## config.mk

```make
export PLATFORM = sky130hd
export DESIGN_NAME = rod_front
export DESIGN_NICKNAME = d
export VERILOG_FILES = /design/src/design/rod_pkg.sv /design/src/design/rod_front.sv
export SDC_FILE = /design/constraint.sdc
export NUM_CORES = 1
export LEC_CHECK = 0
export BUFFER_PORTS_ARGS = -buffer_cell sky130_fd_sc_hd__buf_2
export CAP_MARGIN = 0
export CORE_MARGIN = 3
export CORE_UTILIZATION = 45
export DETAILED_ROUTE_END_ITERATION = 10
export GPL_ROUTABILITY_DRIVEN = 0
export PLACE_DENSITY = 0.83
export SYNTH_ARGS = -nofsm -noshare
export SYNTH_HDL_FRONTEND = slang
export SYNTH_SLANG_ARGS = --single-unit
```

## constraint.sdc

```tcl
create_clock -name vclk -period 6.5
set_input_delay 1.3 -clock vclk [all_inputs]
set_output_delay 1.3 -clock vclk [all_outputs]
set_load 0.02 [all_outputs]
```

## src/design/rod_pkg.sv

```systemverilog
`timescale 1ns / 1ps

package rod_pkg;

   // Framebuffer geometry.
   localparam int MAX_COLUMNS = 128;
   localparam int MAX_ROWS    = 128;
   localparam int FB_DEPTH    = MAX_COLUMNS * MAX_ROWS;
   localparam int FB_AW       = $clog2(FB_DEPTH);

   // Field and datapath widths.
   localparam int REG_W    = 8;
   localparam int FIELD_W  = 9;
   localparam int COORD_W  = FIELD_W + 1;
   localparam int SPAN_W   = FIELD_W - 1;
   localparam int COLOR_W  = 8;
   localparam int PROD_W   = COORD_W + REG_W;
   localparam int REQ_W    = 48;
   localparam int RSP_W    = 8;
   localparam int CSR_IW   = 1;

   // Command queue between the front and back parts.
   localparam int QUEUE_DEPTH = 2;
   localparam int QPTR_W      = 1;
   localparam int QCNT_W      = 2;

   // Configuration register indexes.
   localparam logic [CSR_IW-1:0] CSR_COLUMNS = 1'd0;
   localparam logic [CSR_IW-1:0] CSR_ROWS    = 1'd1;

   // Request command field codes.
   localparam logic CMD_DRAW = 1'b0;
   localparam logic CMD_READ = 1'b1;

   typedef enum logic [1:0] {
      KIND_DRAW = 2'd0,
      KIND_READ = 2'd1,
      KIND_NOP  = 2'd2
   } kind_type;

   // One classified command as it travels through the queue.
   typedef struct packed {
      kind_type             kind;
      logic [COORD_W-1:0]   x_org;
      logic [COORD_W-1:0]   y_org;
      logic [COORD_W-1:0]   x_far;
      logic [COORD_W-1:0]   y_far;
      logic                 neg_x;
      logic                 neg_y;
      logic [SPAN_W-1:0]    span_x;
      logic [SPAN_W-1:0]    span_y;
      logic [COLOR_W-1:0]   color;
   } cmd_type;

   // Image size in use, already limited to the framebuffer maximum.
   typedef struct packed {
      logic [REG_W-1:0] cols;
      logic [REG_W-1:0] rows;
   } dims_type;

endpackage

```

## src/design/rod_front.sv

```systemverilog
`timescale 1ns / 1ps

module rod_front (
   input  logic                    req_tvalid,
   output logic                    req_tready,
   input  logic [rod_pkg::REQ_W-1:0] req_tdata,
   input  logic                    queue_full,
   input  logic                    clear_active,
   output logic                    push,
   output rod_pkg::cmd_type        item
);

   logic                           command;
   logic [rod_pkg::FIELD_W-1:0]    x_field;
   logic [rod_pkg::FIELD_W-1:0]    y_field;
   logic [rod_pkg::FIELD_W-1:0]    w_field;
   logic [rod_pkg::FIELD_W-1:0]    h_field;
   logic [rod_pkg::COORD_W-1:0]    x_ext;
   logic [rod_pkg::COORD_W-1:0]    y_ext;
   logic [rod_pkg::COORD_W-1:0]    w_ext;
   logic [rod_pkg::COORD_W-1:0]    h_ext;
   logic [rod_pkg::COORD_W-1:0]    w_far;
   logic [rod_pkg::COORD_W-1:0]    h_far;

   assign command = req_tdata[0];
   assign x_field = req_tdata[9:1];
   assign y_field = req_tdata[18:10];
   assign w_field = req_tdata[27:19];
   assign h_field = req_tdata[36:28];

   assign req_tready = !queue_full && !clear_active;
   assign push       = req_tvalid && req_tready;

   assign x_ext = {x_field[rod_pkg::FIELD_W-1], x_field};
   assign y_ext = {y_field[rod_pkg::FIELD_W-1], y_field};
   assign w_ext = {w_field[rod_pkg::FIELD_W-1], w_field};
   assign h_ext = {h_field[rod_pkg::FIELD_W-1], h_field};

   // The far edge lies one step short of origin plus size, toward the origin.
   assign w_far = w_field[rod_pkg::FIELD_W-1] ? w_ext + rod_pkg::COORD_W'(1)
                                              : w_ext - rod_pkg::COORD_W'(1);
   assign h_far = h_field[rod_pkg::FIELD_W-1] ? h_ext + rod_pkg::COORD_W'(1)
                                              : h_ext - rod_pkg::COORD_W'(1);

   always_comb begin
      item.x_org  = x_ext;
      item.y_org  = y_ext;
      item.x_far  = x_ext + w_far;
      item.y_far  = y_ext + h_far;
      item.neg_x  = w_field[rod_pkg::FIELD_W-1];
      item.neg_y  = h_field[rod_pkg::FIELD_W-1];
      // Edge length minus one: |size|-1, which for a negative size is ~size.
      item.span_x = w_field[rod_pkg::FIELD_W-1] ? ~w_field[rod_pkg::SPAN_W-1:0]
                                                : w_field[rod_pkg::SPAN_W-1:0]
                                                  - rod_pkg::SPAN_W'(1);
      item.span_y = h_field[rod_pkg::FIELD_W-1] ? ~h_field[rod_pkg::SPAN_W-1:0]
                                                : h_field[rod_pkg::SPAN_W-1:0]
                                                  - rod_pkg::SPAN_W'(1);
      item.color  = req_tdata[44:37];
      if (command == rod_pkg::CMD_READ) begin
         item.kind = rod_pkg::KIND_READ;
      end else if (w_field == '0 || h_field == '0) begin
         item.kind = rod_pkg::KIND_NOP;
      end else begin
         item.kind = rod_pkg::KIND_DRAW;
      end
   end

endmodule

```

==> reports/qor.txt <==
status - completed
initial antenna violation count - 0
Die Ht - 69.8 µm
Post-Synth Adder-Cell Area - 27.6%
mux contribution to synthesized area - 1.09%
drt total wl - 4160 µm
worst setup margin - 0.720 ns
Hold Slack - 2.60 ns
Syn Inst Count - 249
cell area after synthesis - 1830 µm²
area post-placement - 2160 µm²
Ant. Diodes - 0
final instance area - 2160 µm²
vias in the first global route - 1,796
worst hold path type - primary input to output port
register area - 0 µm²
Distinct cells, synth - 36
sequential share of the synthesized area - 0%
setup_tns - 0 ns
pin count of the biggest net entering global routing - 11
Synth top area share - 23.2%
DIE AREA - 4870 µm²
Layout area overhead - 18.0%
Ports - 121
pre-CTS setup slack - 0.699 ns
Hold Path Stages - 0
residual DRC count - 0
Final min period - 5.78 ns
syn_nets - 338
Setup CP Type - primary input to output port
Synth area leader - ha_1
Min-Delay Startpoint - req_tdata[37]
fin cells - 366
IR drop worst, VDD - 0.118 mV
Worst Setup End Kind - output port
Initial Util - 48.2%
DR vias - 1,881
Routed Antenna Nets - 0
fmax - 173 MHz
simple-gate area share of the yosys netlist - 13.0%
Worst setup SP type - primary input
xor/xnor share of the synthesized area - 18.6%
Hold EP - item[0]
DRT iter0 DRCs - 62
vias per std cell - 5.14
clkbuf count - 0
post-synthesis area per instance - 7.36 µm²
global-route wire length before repair - 7270 µm
number of setup buffers added after CTS - 0
most instantiated cells after synthesis - 34 x ha_1, 31 x buf_4, 30 x xnor2_1, 28 x a21oi_1, 21 x nor2_1
Final nets - 409
Final Hold Vio Count - 0
CP Data Arrival Time - 4.48 ns
most frequent cell after synthesis - ha_1
setup violators final - 0
All-Layer GR Usage - 16.5%
Worst Path Max Fanout - 10
HPWL after DPL - 3780 µm
Slew Viols, Final - 0
most area-consuming cells after synthesis - ha_1 23%, xnor2_1 14%, buf_4 13%
hold_buf cts - 0
YS warnings - 0
Die X-Extent - 69.8 µm
power density over the cells - 188 nW/µm²
compound-cell area share of the yosys netlist - 22.6%
RSZ-0062 raised after global routing - no
# rows - 22
static leakage - 1.16 nW
Routed WL per cell - 11.4 µm
largest family of logic cells by synthesized area - adder cells
Overflow after GRT - 0
core area - 3800 µm²
FFs & Latches - 0
post-CTS resize count - 0
First-pass DRT Iterations - 4
total of max-cap violations - 0
period utilization - 88.9%
Buffers on Ports - 102
Cells after DPL - 366
worst slew pin tran - 0.345 ns
share of post-route cells with drive strength above 1 - 34.0%
critical path required time - 5.20 ns
Slew headroom - 76.4%
## logic make-up after synthesis
kind of cell | Yosys count
AOI/OAI and AO/OA | 66
adders and majority gates | 38
and+or+nand+nor | 52
muxes | 2
buffers and inverters | 52
xor gates and xnor gates | 39
## cell usage in the layout (no fill, tap or decap), drive strengths merged, types with 2 or more instances in the layout
master,netlist,routed
nand2,9,9
nand2b,2,2
nor2,21,21
xnor2,30,30
nor2b,4,4
o21ai,11,11
a21oi,30,30
fa,4,4
mux2i,2,2
nor3,6,6
inv,19,19
a31oi,2,2
o211ai,3,3
ha,34,34
a21o,7,7
o21bai,3,3
a211oi,3,3
o21a,2,2
buf,31,102
nand3,4,4
xor2,9,9
nor4,2,2
## stage by stage
stage	power, mW	utilization, %
after floorplan	0.313	-
after global placement	0.402	56.9
after detailed placement	0.409	56.9
after CTS	0.411	56.9
after global routing	0.450	56.9
final	0.406	56.9
## routing by layer
layer	up-vias	global-route usage, %	wire length (µm)
li1	976	-	-
met1	836	19.4	1750
met2	63	33.1	2080
met3	6	0.870	279
met4	0	2.13	54
met5	-	0	0
## final cells by class
class	count	area, µm²
Multi-Input combinational cell	197	1520
Inverter	19	71.3
Timing Repair Buffer	102	510
Tap cell	48	60.1
Fill cell	355	1640
## power breakdown
group          switching, mW  total (mW)  internal [mW]
Sequential                 0           0              0
Clock                      0           0              0
Combinational          0.243       0.406          0.164
## worst max path at each step
stage	from	endpoint	slack, ns	cells past startpoint
3_5_place_dp	req_tdata[27]	item[45]	0.70	15
6_report	req_tdata[27]	item[45]	0.72	15
2_1_floorplan	req_tdata[27]	item[45]	0.77	14
4_1_cts	req_tdata[27]	item[45]	0.70	15
3_3_place_gp	req_tdata[27]	item[45]	0.77	15
5_1_grt	req_tdata[27]	item[45]	0.29	16
## critical path, stage by stage
cell and delay [ns]:
buf_2 0.18, inv_1 0.17, fa_1 0.43, a21o_1 0.17, a21oi_1 0.21, o21bai_1 0.09, a21oi_1 0.23, xnor2_1 0.15
ha_1 0.28, and3_1 0.22, a2111oi_0 0.39, a21oi_1 0.14, xnor2_1 0.19, xnor2_1 0.14, buf_2 0.18
No activity file was read; power rests on OpenSTA's default activity.
