$ cat config.mk
export PLATFORM = sky130hd
export DESIGN_NAME = rod_queue
export DESIGN_NICKNAME = d
export VERILOG_FILES = /design/src/design/rod_pkg.sv /design/src/design/rod_queue.sv
export SDC_FILE = /design/constraint.sdc
export NUM_CORES = 1
export LEC_CHECK = 0
export BUFFER_PORTS_ARGS = -buffer_cell sky130_fd_sc_hd__buf_2
export CORE_UTILIZATION = 47
export DETAILED_ROUTE_END_ITERATION = 6
export PLACE_DENSITY = 0.76
export SYNTH_ARGS = -nofsm -noshare
export SYNTH_HDL_FRONTEND = slang
export SYNTH_SLANG_ARGS = --single-unit
export TNS_END_PERCENT = 1
$ cat constraint.sdc
create_clock -name clock -period 3 [get_ports clock]
set_input_delay 0.9 -clock clock [delete_from_list [all_inputs] [get_ports clock]]
set_output_delay 0.9 -clock clock [all_outputs]
set_load 0.02 [all_outputs]
$ cat src/design/rod_pkg.sv
`timescale 1ns / 1ps

package rod_pkg;

   // Framebuffer geometry.
   localparam int MAX_COLUMNS = 128;
   localparam int MAX_ROWS    = 128;
   localparam int FB_DEPTH    = MAX_COLUMNS * MAX_ROWS;
   localparam int FB_AW       = $clog2(FB_DEPTH);

   // Field and datapath widths.
   localparam int REG_W    = 8;
   localparam int FIELD_W  = 9;
   localparam int COORD_W  = FIELD_W + 1;
   localparam int SPAN_W   = FIELD_W - 1;
   localparam int COLOR_W  = 8;
   localparam int PROD_W   = COORD_W + REG_W;
   localparam int REQ_W    = 48;
   localparam int RSP_W    = 8;
   localparam int CSR_IW   = 1;

   // Command queue between the front and back parts.
   localparam int QUEUE_DEPTH = 2;
   localparam int QPTR_W      = 1;
   localparam int QCNT_W      = 2;

   // Configuration register indexes.
   localparam logic [CSR_IW-1:0] CSR_COLUMNS = 1'd0;
   localparam logic [CSR_IW-1:0] CSR_ROWS    = 1'd1;

   // Request command field codes.
   localparam logic CMD_DRAW = 1'b0;
   localparam logic CMD_READ = 1'b1;

   typedef enum logic [1:0] {
      KIND_DRAW = 2'd0,
      KIND_READ = 2'd1,
      KIND_NOP  = 2'd2
   } kind_type;

   // One classified command as it travels through the queue.
   typedef struct packed {
      kind_type             kind;
      logic [COORD_W-1:0]   x_org;
      logic [COORD_W-1:0]   y_org;
      logic [COORD_W-1:0]   x_far;
      logic [COORD_W-1:0]   y_far;
      logic                 neg_x;
      logic                 neg_y;
      logic [SPAN_W-1:0]    span_x;
      logic [SPAN_W-1:0]    span_y;
      logic [COLOR_W-1:0]   color;
   } cmd_type;

   // Image size in use, already limited to the framebuffer maximum.
   typedef struct packed {
      logic [REG_W-1:0] cols;
      logic [REG_W-1:0] rows;
   } dims_type;

endpackage

$ cat src/design/rod_queue.sv
`timescale 1ns / 1ps

module rod_queue (
   input  logic             clock,
   input  logic             reset,
   input  logic             push,
   input  rod_pkg::cmd_type push_item,
   input  logic             pop,
   output rod_pkg::cmd_type head,
   output logic             empty,
   output logic             full
);

   rod_pkg::cmd_type                entry_ff [rod_pkg::QUEUE_DEPTH];
   logic [rod_pkg::QPTR_W-1:0]      wr_ptr_ff;
   logic [rod_pkg::QPTR_W-1:0]      wr_ptr_in;
   logic [rod_pkg::QPTR_W-1:0]      rd_ptr_ff;
   logic [rod_pkg::QPTR_W-1:0]      rd_ptr_in;
   logic [rod_pkg::QCNT_W-1:0]      count_ff;
   logic [rod_pkg::QCNT_W-1:0]      count_in;
   logic                            do_push;
   logic                            do_pop;

   assign empty   = (count_ff == '0);
   assign full    = (count_ff == rod_pkg::QCNT_W'(rod_pkg::QUEUE_DEPTH));
   assign do_push = push && !full;
   assign do_pop  = pop && !empty;
   assign head    = entry_ff[rd_ptr_ff];

   always_comb begin
      wr_ptr_in = wr_ptr_ff;
      rd_ptr_in = rd_ptr_ff;
      count_in  = count_ff;
      if (do_push) begin
         wr_ptr_in = (wr_ptr_ff == rod_pkg::QPTR_W'(rod_pkg::QUEUE_DEPTH - 1))
                     ? '0 : wr_ptr_ff + rod_pkg::QPTR_W'(1);
      end
      if (do_pop) begin
         rd_ptr_in = (rd_ptr_ff == rod_pkg::QPTR_W'(rod_pkg::QUEUE_DEPTH - 1))
                     ? '0 : rd_ptr_ff + rod_pkg::QPTR_W'(1);
      end
      if (do_push && !do_pop) begin
         count_in = count_ff + rod_pkg::QCNT_W'(1);
      end else if (do_pop && !do_push) begin
         count_in = count_ff - rod_pkg::QCNT_W'(1);
      end
   end

   always_ff @(posedge clock) begin
      if (reset) begin
         wr_ptr_ff <= '0;
         rd_ptr_ff <= '0;
         count_ff  <= '0;
      end else begin
         wr_ptr_ff <= wr_ptr_in;
         rd_ptr_ff <= rd_ptr_in;
         count_ff  <= count_in;
      end
   end

   always_ff @(posedge clock) begin
      if (do_push) begin
         entry_ff[wr_ptr_ff] <= push_item;
      end
   end

endmodule

==> results.json, run 1 <==
{
  "run_status": "finished, final reports clean",
  "ys_warn_count": 0,
  "die_area_mm2": 0.0115,
  "timing.hold.ws_ps": 511,
  "rsz0062_at_grt": "false",
  "ys_types": 15,
  "gp_congestion": 0.698,
  "final_util_pct": 61.9,
  "ctsLongestPathBuffers": 2,
  "skew_ps": 7.67,
  "synthCells": 237,
  "start_kind": "flip-flop",
  "path_cells": "buf_4 -> mux2_2 -> buf_2",
  "path_max_fanout": 18,
  "initial_utilization_pct": 48.2,
  "dp_hpwl_um": 5590,
  "fp-row-count": 38,
  "grt_pass1_wl_um": 12900,
  "vias_per_cell": 4.82,
  "vias": 2639,
  "setup_violations": 0,
  "netlist_area_mm2": 0.00520,
  "grt_pass1_vias": 2688,
  "n_antenna_cell": 0,
  "finalHoldViolations": 0,
  "core_mm2": 0.0108,
  "antenna_found_initial": 0,
  "power_mw": 6.22,
  "clkSinkCount": 141,
  "ir_drop_mv": 0.608,
  "drc": 0,
  "ys_seq_elements": 141,
  "cts_resized": 0,
  "required_ps": 2100,
  "crit_path_end": "head[59]",
  "r2r-start": "count_ff[0]$_SDFFE_PP0P_",
  "r2r_end": "entry_ff[0][47]$_DFFE_PP_",
  "track_usage_pct": 15.5,
  "drt-pass1-iter-count": 4,
  "cts_max_level": 4,
  "critPathMaxStageDelay_ps": 500,
  "wl_met1_um": 3660,
  "cts_root_buf": "clkbuf_8",
  "insertion_delay_ps": 510,
  "boundaryPins": 142,
  "grt_max_degree": 39,
  "clk_pin_slew_ps": 60,
  "n_fill_cell": 787,
  "synth_top_area_share_pct": 78.5,
  "critPathSlowestCell": "dfxtp_4",
  "p_per_area_mw_per_mm2": 931,
  "grt_overflow": 0,
  "postLayoutCellArea_mm2": 0.00668,
  "post_cts_buffers": 0,
  "critical_path_arrival_ps": 1880,
  "die_w_um": 107,
  "critPathCaptureType": "output pin",
  "holdPathStages": 2,
  "rr_worst_depth": 4,
  "drv_slew": 0,
  "maxSlewHeadroom_pct": 65.5,
  "drt_wl_total_um": 8620,
  "seq_area_mm2": 0.00419,
  "numCtsBuffers": 17,
  "placed_cell_area_mm2": 0.00609,
  "highest_layer": "met4",
  "yosysSeqAreaShare_pct": 80.4,
  "syn_nets": 310,
  "nets": 468,
  "fmax_mhz": 360,
  "hold_path.class": "reg2reg",
  "fin_crit_sh_pct": 92.6,
  "hold_buffers": 0,
  "avgSynthCellArea_um2": 21.9,
  "placed_cells": 516,
  "reg2reg_slack_ps": 1220,
  "cts_tree": "built",
  "yosys-top-cells-area": "edfxtp_1 (79%), mux2_2 (10%), mux2_4 (5.8%)",
  "power_leakage_nw": 2.57,
  "period_minus_slack_ps": 2780,
  "dr_wl_met3_um": 653,
  "first_iter_violations": 101,
  "max_cap_violations": 0,
  "wl_met2_um": 4180,
  "critPathKind": "reg2out",
  "area_delta_synth_final_pct": 28.4,
  "yosysTopAreaCell": "edfxtp_1",
  "instances_no_fill": 548,
  "wire_per_inst_um": 15.7,
  "multi_input_area_um2": 953,
  "die_h_um": 107,
  "ant_nets": 0,
  "portBuffers": 141,
  "worst_slew_pin_slew_ps": 517,
  "drive_gt1_share_pct": 61.0
}
## cell families after synthesis
kind of cell    after synthesis  share of synthesized area (%)
compound gates                5                          0.481
xor+xnor                      3                          0.505
fa+ha+maj                     1                          0.241
buf+inv                      10                           1.27
flops                       141                           80.4
mux                          68                           16.2
simple gates                  9                          0.890
## placed cells by master, fill, tap and decap left out, types with 3 or more instances in the layout
| master | Yosys | layout |
|---|---|---|
| buf_2 | 5 | 141 |
| buf_4 | 0 | 5 |
| bufinv_16 | 0 | 3 |
| clkbuf_16 | 0 | 16 |
| clkbuf_8 | 0 | 3 |
| clkinv_2 | 0 | 4 |
| dfxtp_1 | 5 | 4 |
| edfxtp_1 | 136 | 136 |
| mux2_2 | 48 | 48 |
| mux2_4 | 20 | 20 |
| nor2_1 | 5 | 5 |
| o21ai_0 | 3 | 3 |
| xor2_1 | 3 | 3 |
## routing by layer
metal  GRT usage [%]  vias to the layer above
met4            7.93                        0
li1                -                     1255
met1            19.1                     1273
met2            23.5                       99
met5               0                        -
met3            6.50                       12
## power by group
part | switching (mW) | leakage [nW] | internal [mW]
Clock | 0.742 | 0.288 | 1.31
Combinational | 0.916 | 0.967 | 0.675
Sequential | 0.103 | 1.31 | 2.48
## critical path, delay by kind of cell, from the launching register on
kind	cells	cell delay (ps)
buffers and inverters	2	480
DFF	1	500
muxes	1	370
## metrics by stage
step                worst slack, ps  setup TNS (ps)
CTS                             161               0
detailed placement              678               0
floorplan                     -54.2           -3690
global route                    117               0
finish                          221               0
global placement                747               0
## area by class of cell
class,count,share of cell area (%)
clock inverters,11,2.14
inverters,2,0.112
well taps,140,2.62
repair buffers,147,11.4
flip-flops and latches,141,62.7
multi-input cells,86,14.3
clock buffers,21,6.73
## worst min-delay path by stage
stage                                 startpoint                      to
after floorplan           wr_ptr_ff$_SDFFE_PP0P_  wr_ptr_ff$_SDFFE_PP0P_
after global placement    wr_ptr_ff$_SDFFE_PP0P_  wr_ptr_ff$_SDFFE_PP0P_
after detailed placement  rd_ptr_ff$_SDFFE_PP0P_               flip-flop
after CTS                 wr_ptr_ff$_SDFFE_PP0P_  wr_ptr_ff$_SDFFE_PP0P_
after global routing      wr_ptr_ff$_SDFFE_PP0P_  wr_ptr_ff$_SDFFE_PP0P_
final                     rd_ptr_ff$_SDFFE_PP0P_  rd_ptr_ff$_SDFFE_PP0P_
## cells in the mapped netlist
| master | n |
|---|---|
| ha_1 | 1 |
| xor2_1 | 3 |
| dfxtp_1 | 5 |
| buf_2 | 5 |
| a21oi_1 | 2 |
| inv_1 | 2 |
| mux2_2 | 48 |
| nor2_1 | 5 |
| nor2b_2 | 1 |
| buf_6 | 3 |
| edfxtp_1 | 136 |
| or3_1 | 2 |
| mux2_4 | 20 |
| and2_1 | 1 |
| o21ai_0 | 3 |
## registers in the layout, indices dropped and copies added, names as in the netlist, named ones only
register,cells
entry_ff,136
wr_ptr_ff,1
count_ff,2
rd_ptr_ff,1
No activity file was read; power rests on OpenSTA's default activity.
==> inputs of run 2 (changes only) <==
--- a/config.mk
+++ b/config.mk
@@ -6,9 +6,10 @@
 export NUM_CORES = 1
 export LEC_CHECK = 0
 export BUFFER_PORTS_ARGS = -buffer_cell sky130_fd_sc_hd__buf_2
-export CORE_UTILIZATION = 47
+export CORE_UTILIZATION = 52
 export DETAILED_ROUTE_END_ITERATION = 6
-export PLACE_DENSITY = 0.76
+export PLACE_DENSITY = 0.79
+export SKIP_LAST_GASP = 1
 export SYNTH_ARGS = -nofsm -noshare
 export SYNTH_HDL_FRONTEND = slang
 export SYNTH_SLANG_ARGS = --single-unit
==> constraint.sdc (replaced) <==
create_clock -name clock -period 3.4 [get_ports clock]
set_input_delay 1.02 -clock clock [delete_from_list [all_inputs] [get_ports clock]]
set_output_delay 1.02 -clock clock [all_outputs]
set_load 0.02 [all_outputs]
==> results.json, run 2 (synthesis gave the netlist of run 1 again) <==
{
  "die_area_mm2": 0.0104,
  "nets": 467,
  "post_cts_buffers": 0,
  "track_usage_pct": 17.6,
  "clk_pin_slew_ps": 60,
  "pwr-share-comb_pct": 25.7,
  "drive_gt1_share_pct": 60.9,
  "n_fill_cell": 667,
  "ant_nets": 0,
  "worst_slew_pin_slew_ps": 544,
  "skew_ps": 6.30,
  "gp_congestion": 0.716,
  "boundaryPins": 142,
  "power_leakage_nw": 2.57,
  "p_clk_share_pct": 32.7,
  "drc": 0,
  "area_delta_synth_final_pct": 28.8,
  "largest_register": "entry_ff",
  "p_per_area_mw_per_mm2": 822,
  "wire_per_inst_um": 16.4,
  "run_status": "finished, final reports clean",
  "p_sw_share_pct": 28.9,
  "critPathKind": "reg2out",
  "first_iter_violations": 120,
  "critical_path_arrival_ps": 2000,
  "final_common_cell": "buf_2",
  "grt_pass1_wl_um": 13200,
  "largest_reg_flops": 136,
  "drv_slew": 0,
  "grt_max_degree": 45,
  "cts_max_level": 4,
  "vias_per_cell": 5.03,
  "met2_usage_pct": 27.2,
  "timing.hold.ws_ps": 501,
  "final_cell_mix": "buf_2 (141), edfxtp_1 (136), mux2_2 (48)",
  "start_kind": "flip-flop",
  "critPathCaptureType": "output pin",
  "cts_tree": "built",
  "gr-usage-met1_pct": 22.6,
  "power_mw": 5.51,
  "initial_utilization_pct": 53.5,
  "vias": 2728,
  "seq_power_share_pct": 41.6,
  "die_w_um": 102,
  "top_regs": "entry_ff x136, count_ff x2",
  "ctsLongestPathBuffers": 2,
  "clkSinkCount": 141,
  "antenna_found_initial": 0,
  "drt-pass1-iter-count": 4,
  "hold_buffers": 0,
  "insertion_delay_ps": 510,
  "cts_resized": 0,
  "p_sw_mw": 1.59,
  "fp-row-count": 36,
  "drt_wl_total_um": 8880,
  "die_h_um": 102,
  "period_minus_slack_ps": 3020,
  "fmax_mhz": 331,
  "rsz0062_at_grt": "false",
  "setup_violations": 0,
  "finalHoldViolations": 0,
  "grt_pass1_vias": 2690,
  "fin_setup_tns_ps": 0,
  "required_ps": 2380,
  "grt.busiest_layer": "met2",
  "hold_path.class": "reg2reg",
  "path_max_fanout": 44,
  "maxSlewHeadroom_pct": 63.8,
  "ir_drop_mv": 0.468,
  "cts_root_buf": "clkbuf_8",
  "core_mm2": 0.00973,
  "numCtsBuffers": 17,
  "grt_overflow": 0,
  "portBuffers": 141,
  "grt_use_met3_pct": 5.88,
  "fin_crit_sh_pct": 88.8,
  "dp_hpwl_um": 5780,
  "max_cap_violations": 0,
  "p_int_mw": 3.92
}
[run 2: changes by cell type in the layout (fill, tap and decap cells not counted), sizes merged]
cell / change
clkbuf: -3
inv: +3
diode: +2
buf: -1
[run 2: layout make-up]
type	instances	area, um2	share of cell area [%]
clock inverters	14	168	2.50
well taps	133	166	2.48
flip-flops and latches	141	4190	62.5
repair buffers	146	793	11.8
multi-input cells	86	953	14.2
inverters	2	7.51	0.112
clock buffers	18	418	6.24
diodes	2	5.00	0.0747
[run 2: worst max-delay path, stage by stage (launching register included)]
cell and delay (ps):
dfxtp_4 570, buf_12 320, mux2_2 390, buf_2 160
[run 2: power groups by stage]
stage          Combinational (mW)  Clock (mW)  Sequential [mW]
3_5_place_dp                 1.43           0             2.33
4_1_cts                      1.43        1.83             2.30
3_3_place_gp                 1.40           0             2.31
6_report                     1.41        1.80             2.29
2_1_floorplan                1.04           0             2.27
5_1_grt                      1.52        1.89             2.32
[run 2: metal layers]
metal | up-vias | share of wire, %
li1 | 1253 | -
met4 | 0 | 1.5
met2 | 98 | 48
met5 | - | 0
met3 | 12 | 6.7
met1 | 1365 | 44
[run 2: metrics by stage]
stage | area, um2 | util (%) | setup slack [ps] | std cells
floorplan | 5200 | - | 160 | 237
global placement | 6110 | 62.8 | 891 | 508
detailed placement | 6110 | 62.8 | 860 | 508
CTS | 6690 | 68.8 | 349 | 540
global route | 6690 | 68.8 | 288 | 540
finish | 6700 | 68.9 | 382 | 542
[run 2: final timing paths]
kind                             from                        end  slack [ps]  cells after the start
min reg2reg    wr_ptr_ff$_SDFFE_PP0P_     wr_ptr_ff$_SDFFE_PP0P_         500                      2
max                         flip-flop                   head[16]         380                      3
min            wr_ptr_ff$_SDFFE_PP0P_     wr_ptr_ff$_SDFFE_PP0P_         500                      2
max reg2reg  count_ff[0]$_SDFFE_PP0P_  entry_ff[0][65]$_DFFE_PP_        1540                      4
